[config.mk]
export PLATFORM = sky130hd
export DESIGN_NAME = gsg_rem
export DESIGN_NICKNAME = d
export VERILOG_FILES = /design/src/rtl/core/gsg_pkg.sv /design/src/rtl/core/gsg_rem.sv
export SDC_FILE = /design/constraint.sdc
export NUM_CORES = 1
export LEC_CHECK = 0
export BUFFER_PORTS_ARGS = -buffer_cell sky130_fd_sc_hd__clkbuf_2
export CAP_MARGIN = 20
export CORE_AREA = 3 3 131 133
export CTS_CLUSTER_SIZE = 16
export DETAILED_ROUTE_END_ITERATION = 12
export DIE_AREA = 0 0 134 136
export GPL_ROUTABILITY_DRIVEN = 1
export GPL_TIMING_DRIVEN = 0
export PLACE_DENSITY_LB_ADDON = 0.2
export SLEW_MARGIN = 10
export SYNTH_ARGS = -nofsm -noshare
export SYNTH_HDL_FRONTEND = slang
export SYNTH_SLANG_ARGS = --single-unit
[constraint.sdc]
create_clock -name aclk -period 5 [get_ports aclk]
set_input_delay 0.5 -clock aclk [delete_from_list [all_inputs] [get_ports aclk]]
set_output_delay 0.5 -clock aclk [all_outputs]
set_load 0.01 [all_outputs]
[src/rtl/core/gsg_pkg.sv]
`timescale 1ns / 1ps
`default_nettype none

package gsg_pkg;

    // Configuration register indexes
    localparam int CFG_IDX_W  = 3;
    localparam int CFG_DATA_W = 16;

    localparam logic [CFG_IDX_W-1:0] CFG_SLICE   = 3'd0;
    localparam logic [CFG_IDX_W-1:0] CFG_SCATTER = 3'd1;
    localparam logic [CFG_IDX_W-1:0] CFG_FREEZE  = 3'd2;
    localparam logic [CFG_IDX_W-1:0] CFG_ATTACK  = 3'd3;
    localparam logic [CFG_IDX_W-1:0] CFG_RELEASE = 3'd4;

    localparam int SLICE_CFG_W = 15;
    localparam int COEF_W      = 16;
    localparam int SLICE_W     = 16;
    localparam int WP_W        = 15;

    localparam logic [SLICE_CFG_W-1:0] SLICE_RST   = 15'd2756;
    localparam logic [COEF_W-1:0]      SCATTER_RST = 16'd32768;
    localparam logic                   FREEZE_RST  = 1'b1;
    localparam logic [COEF_W-1:0]      ATTACK_RST  = 16'd64068;
    localparam logic [COEF_W-1:0]      RELEASE_RST = 16'd65521;

    localparam logic [SLICE_W-1:0] SLICE_MIN = 16'd64;
    // scatter_level * 100 > 65536 is the same as scatter_level > 655
    localparam logic [COEF_W-1:0]  SCATTER_MIN = 16'd655;

    localparam int               LFSR_W    = 32;
    localparam logic [LFSR_W-1:0] LFSR_TAPS = 32'h8020_0003;
    localparam logic [LFSR_W-1:0] LFSR_SEED = 32'h0000_0001;

    localparam int REM_DVD_W = 32;
    localparam int REM_DVS_W = 16;

    typedef struct packed {
        logic                 start;
        logic [REM_DVD_W-1:0] dividend;
        logic [REM_DVS_W-1:0] divisor;
    } rem_req_t;

    typedef struct packed {
        logic                 done;
        logic [REM_DVS_W-1:0] remainder;
    } rem_rsp_t;

endpackage

`default_nettype wire

[src/rtl/core/gsg_rem.sv]
`timescale 1ns / 1ps
`default_nettype none

// Restoring remainder, two dividend bits per cycle.
module gsg_rem (
    input  wire logic              aclk,
    input  wire logic              aresetn,
    input  wire gsg_pkg::rem_req_t req,
    output gsg_pkg::rem_rsp_t      rsp
);

    import gsg_pkg::*;

    localparam int BITS_PER_CYC = 2;
    localparam int CNT_W        = $clog2(REM_DVD_W / BITS_PER_CYC);

    logic [REM_DVS_W:0]   rem_reg, rem_next;
    logic [REM_DVD_W-1:0] dvd_reg;
    logic [REM_DVS_W-1:0] dvs_reg;
    logic [CNT_W-1:0]     cnt_reg;
    logic                 busy_reg;
    logic                 done_reg;

    always_comb begin
        logic [REM_DVS_W:0] r;
        r = rem_reg;
        for (int k = 0; k < BITS_PER_CYC; k++) begin
            r = {r[REM_DVS_W-1:0], dvd_reg[REM_DVD_W-1-k]};
            if (r >= {1'b0, dvs_reg}) begin
                r = r - {1'b0, dvs_reg};
            end
        end
        rem_next = r;
    end

    always_ff @(posedge aclk) begin
        if (!aresetn) begin
            busy_reg <= 1'b0;
            done_reg <= 1'b0;
            cnt_reg  <= '0;
        end else begin
            done_reg <= 1'b0;
            if (req.start) begin
                busy_reg <= 1'b1;
                cnt_reg  <= '1;
            end else if (busy_reg) begin
                cnt_reg <= cnt_reg - 1'b1;
                if (cnt_reg == '0) begin
                    busy_reg <= 1'b0;
                    done_reg <= 1'b1;
                end
            end
        end
    end

    always_ff @(posedge aclk) begin
        if (req.start) begin
            rem_reg <= '0;
            dvd_reg <= req.dividend;
            dvs_reg <= req.divisor;
        end else if (busy_reg) begin
            rem_reg <= rem_next;
            dvd_reg <= dvd_reg << BITS_PER_CYC;
        end
    end

    assign rsp.done      = done_reg;
    assign rsp.remainder = rem_reg[REM_DVS_W-1:0];

endmodule

`default_nettype wire

Word level (Yosys, flattened, before mapping)
Index checks and enable logic that the tools add are counted.

storage, ports and cells
  output and inout port bits = 17
  register bits after elaboration = 70
  input port bits = 51
  word-level logic and storage cells = 26

operators by class
  add/subtract/negate cells = 3
  reductions and logical operators = 3
  mux-type cells = 10
  $lt $le $gt $ge = 2
  bitwise operators = 2

operator list
  cell                                              number
  two-way mux 32 bit                                2
  >= comparator 17 x 16 -> 1 bit                    2
  two-way mux 16 bit                                2
  subtractor 16 bit                                 2
  two-way mux 4 bit                                 2
  logical NOT 4 bit                                 1
  two-way mux 1 bit                                 4
  subtractor 4 x 1 -> 4 bit, second input constant  1
  OR reduction 3 bit                                1
  NOT 1 bit                                         2
  nonzero test 2 bit                                1

Depth between registers and ports, before layout
  word-level depth = 4
  depth in mapped cells = 21
  depth with buffers taken out = 19

Least setup slack after synthesis
OpenSTA, ideal clock, no wires.

  path kind = reg-to-reg
  start = register dvs_reg[1]
  end = register rem_reg[1]
  setup time = 0.122 ns
  path slack = 0.501 ns
  period minus slack after synthesis = 4.499 ns
  stages on the path, launching flop included = 21
  arrival = 4.377 ns
  path through = edfxtp_1 -> inv_1 -> ha_1 -> nor2b_4 -> o31a_1 -> o21ai_2 -> o211ai_2 -> a31o_1 -> buf_6 -> buf_4 -> mux2_2 -> ha_1 -> o21a_2 -> a211o_1 -> a211oi_2 -> a31o_2 -> o211ai_2 -> a211oi_4 -> buf_8 -> nor2_1 -> a311o_1

on the way
  cells in the longest elaborated chain, start to end = 4

ends and longest elaborated chain
  what                                                                        RTL line                      RTL
  start: declaration                                                          gsg_rem.sv:19                 logic [REM_DVS_W-1:0] dvs_reg;
  start signal: assignment                                                    gsg_rem.sv:60                 dvs_reg <= req.divisor;
  >= comparator 17 x 16 -> 1 bit / subtractor 16 bit (equally long branches)  gsg_rem.sv:29, gsg_rem.sv:30
  two-way mux 16 bit                                                          gsg_rem.sv:29                 if (r >= {1'b0, dvs_reg}) begin
  subtractor 16 bit / >= comparator 17 x 16 -> 1 bit (equally long branches)  gsg_rem.sv:30, gsg_rem.sv:29
  two-way mux 16 bit (*)                                                      gsg_rem.sv:29
  end signal: assignment                                                      gsg_rem.sv:62                 rem_reg <= rem_next;
  end: declaration                                                            gsg_rem.sv:17                 logic [REM_DVS_W:0] rem_reg, rem_next;

Every way passes the cells marked *; elsewhere a longest branch is shown, timed or not.
A chain may end at the register's enable or synchronous reset.

Worst setup path after layout
  start = register dvs_reg[1]
  end = register rem_reg[15]

on the way
  cells in the longest elaborated chain, start to end = 4

ends and longest elaborated chain
  what                                                                        RTL line
  subtractor 16 bit / >= comparator 17 x 16 -> 1 bit (equally long branches)  gsg_rem.sv:30, gsg_rem.sv:29
  two-way mux 16 bit                                                          gsg_rem.sv:29
  subtractor 16 bit / >= comparator 17 x 16 -> 1 bit (equally long branches)  gsg_rem.sv:30, gsg_rem.sv:29
  two-way mux 16 bit (*)                                                      gsg_rem.sv:29

Marks and branches as above.

==> impl_metrics.ini <==
[timing]
setup_slack_ns = 0.201
max_freq_mhz = 208
setup_violations = 0
slew_headroom = 0.443
tightest_slew_ns = 0.836
rsz0062_at_grt = false
fin_crit_ns = 4.80
skew_ns = 0.00783
fin_crit_sh = 0.960
hold_violations = 0
drv_slew = 0

[routing]
vias = 3667
ant_nets = 0
drcViolationCount = 0
drt_first_pass_iters = 4
wl_per_cell_um = 16.3
wirelength_um = 12300
drt-initial-drc-count = 188
drt-vias-per-instance = 4.86

[yosys]
yosysWarnings = 0
synthCells = 449
synth_area_um2 = 4770
ys_ff_latch = 70
ys_async_sr_fraction = 0
yosysTopAreaCellShare = 0.302
ys.flop_type = edfxtp_1
synth_area_leaders = edfxtp_1, mux2_2, dfxtp_1
synth_enable_flop_cells = 48
synth.net_count = 535
yosys.area.top_type = edfxtp_1
postSynthAreaPerCell_um2 = 10.6
synth_seq_area_share = 0.395
synth.distinct_cells = 68

[cells_and_area]
syn2layout_area_growth_pct = 24.7
drive_gt1_frac = 0.345
antenna_cells = 0
final_common_cell = clkbuf_2
final_nets = 621
stdcell_count = 755
layout_common_cells = clkbuf_2, edfxtp_1, mux2_2, nor2_1, inv_1
largest_reg_flops = 32

[global_route]
antenna_found_initial = 0
grt_pass1_wl_um = 19500
first_global_vias = 3772
grt_overflow = 0
grt.total_usage = 0.138
grt_max_degree = 36

[pwr]
vdd_drop_max_mv = 0.207
p_seq_frac = 0.231
p_sw_frac = 0.386
p_switching_mw = 1.29
p_clk_frac = 0.220
p_leak_nw = 2.41
powerDensity_nw_per_um2 = 563
comb_power_share = 0.549
p_int_mw = 2.06

[worst_setup_path]
worst_setup_path_end_kind = register
slowest_delay_ns = 0.38
cp_common_cell = buf_8
rrSetupSlack_ns = 0.20
cpMaxStageDelayCell = o31a_1
required_ns = 5.19
setup.worst_path.class = reg -> reg
crit_path_cell_trace = inv_2 -> ha_1 -> nor2b_4 -> o31a_1 -> o21ai_2 -> o211ai_2 -> a31o_1 -> buf_6 -> buf_8 -> mux2_2 -> ha_4 -> o21a_2 -> a211o_1 -> a211oi_2 -> a31o_2 -> o211ai_4 -> a211oi_4 -> buf_4 -> buf_8 -> mux2i_1 -> a211oi_1
start_kind = register
arrival_ns = 4.99
critPathMaxFanout = 10

[clock_network]
cts_inserted_buffers = 9
insertion_delay_ns = 0.34
cts.path.max_buffers = 2
h-tree-depth = 3
cts_tree = yes
cts.clk_slew.worst_paths_ns = 0.06
cts-hold-fix-buffers = 0
cts_root_buffer = clkbuf_16
clock_sinks = 70

[status]
run_status = finished, final reports clean

[floorplan]
dieHeight_um = 136
initial_core_util = 0.299
fp.dieW_um = 134
placementRows = 46
dieArea_um2 = 18200
core_area_um2 = 15900
ios = 68

[placed_design]
dp_hpwl_um = 9480
io_buffers = 67
dp_cells = 732
gp_congestion = 0.904
place_ws_ns = -0.291

[job]
maxCapViolCount = 0

[min_path]
hp-class = in -> reg
synthesized netlist by cell type (all sizes together) (3+ instances only):
cell    number
buf         10
xnor2       12
nand2b       3
o221ai       4
o21a        12
nor2        35
dfxtp       22
xor2         8
or3          5
a21boi       4
clkbuf       5
or2          6
o211ai       7
mux2i       10
a21o         4
nand4        5
o31a         3
a21oi       19
a31oi        3
o21ai       12
a211oi      14
nand3       11
nor3         8
inv         32
mux2        43
nand2       24
edfxtp      48
nor2b        6
ha          33
o311ai       3
and4         3
a311oi       5
final timing paths:
kind / start / end / depth (start not counted)
max: dvs_reg[1]$_DFFE_PP_ / rem_reg[15]$_SDFFE_PP0P_ / 21
min: req[0] / dvs_reg[0]$_DFFE_PP_ / 1
max reg2reg: dvs_reg[1]$_DFFE_PP_ / rem_reg[15]$_SDFFE_PP0P_ / 21
min reg2reg: rem_reg[15]$_SDFFE_PP0P_ / rem_reg[15]$_SDFFE_PP0P_ / 2
through the flow:
stage	utilization	hold WS (ns)	instance area (um^2)	TNS [ns]	power, mW
finish	0.373	0.332	5940	0	3.35
global route	0.373	0.324	5940	0	3.59
CTS	0.361	0.317	5750	0	3.25
detailed placement	0.337	0.506	5370	-3.44	2.45
global placement	0.337	0.515	5370	-3.62	2.43
floorplan	-	0.512	4770	0	2.06
layer usage:
| metal | vias to the layer above | global-route usage | part of all wire |
|---|---|---|---|
| li1 | 1855 | - | - |
| met1 | 1738 | 0.170 | 0.45 |
| met2 | 58 | 0.233 | 0.49 |
| met3 | 16 | 0.0315 | 0.044 |
| met4 | 0 | 0.0560 | 0.018 |
| met5 | - | 0 | 0 |
kinds of logic (layout without fill, tap and decap cells):
kind of cell	count (synthesis)	in the layout	synth area share
DFF	70	70	0.395
muxes	53	53	0.123
xor gates and xnor gates	20	20	0.0367
AOI/OAI and AO/OA	103	103	0.169
adders and majority gates	35	35	0.0950
and+or+nand+nor	119	119	0.128
buffers and inverters	49	139	0.0546
final cells by class:
class | instances | area (um^2)
buffer | 17 | 148
clock buffer | 9 | 225
clock inverter | 6 | 111
fill | 1615 | 10000
inverter | 32 | 120
multi-input combinational | 330 | 2790
sequential | 70 | 1880
tap | 216 | 270
timing repair buffer | 75 | 395
power groups by stage:
stage / Sequential [mW] / Clock [mW] / Combinational (mW)
2_1_floorplan: 0.774 / 0 / 1.29
3_3_place_gp: 0.781 / 0 / 1.65
3_5_place_dp: 0.782 / 0 / 1.67
4_1_cts: 0.770 / 0.759 / 1.72
5_1_grt: 0.786 / 0.784 / 2.02
6_report: 0.775 / 0.736 / 1.84
what timing repair did:
item / 4_1_cts / 5_1_grt
resized for setup: 5 / 22
pin swaps: 2 / 6
cloned: 0 / 0
endpoints found under the setup margin: 16 / 16
setup buffers: 3 / 5
critical path, delay by kind of cell (launching register included):
family | cells | cell delay (ns)
and+or+nand+nor | 1 | 0.14
AOI/OAI and AO/OA | 11 | 2.41
DFF | 1 | 0.37
muxes | 2 | 0.53
adders and majority gates | 2 | 0.48
buffers and inverters | 5 | 0.70
Power figures use the tool's default switching activity.
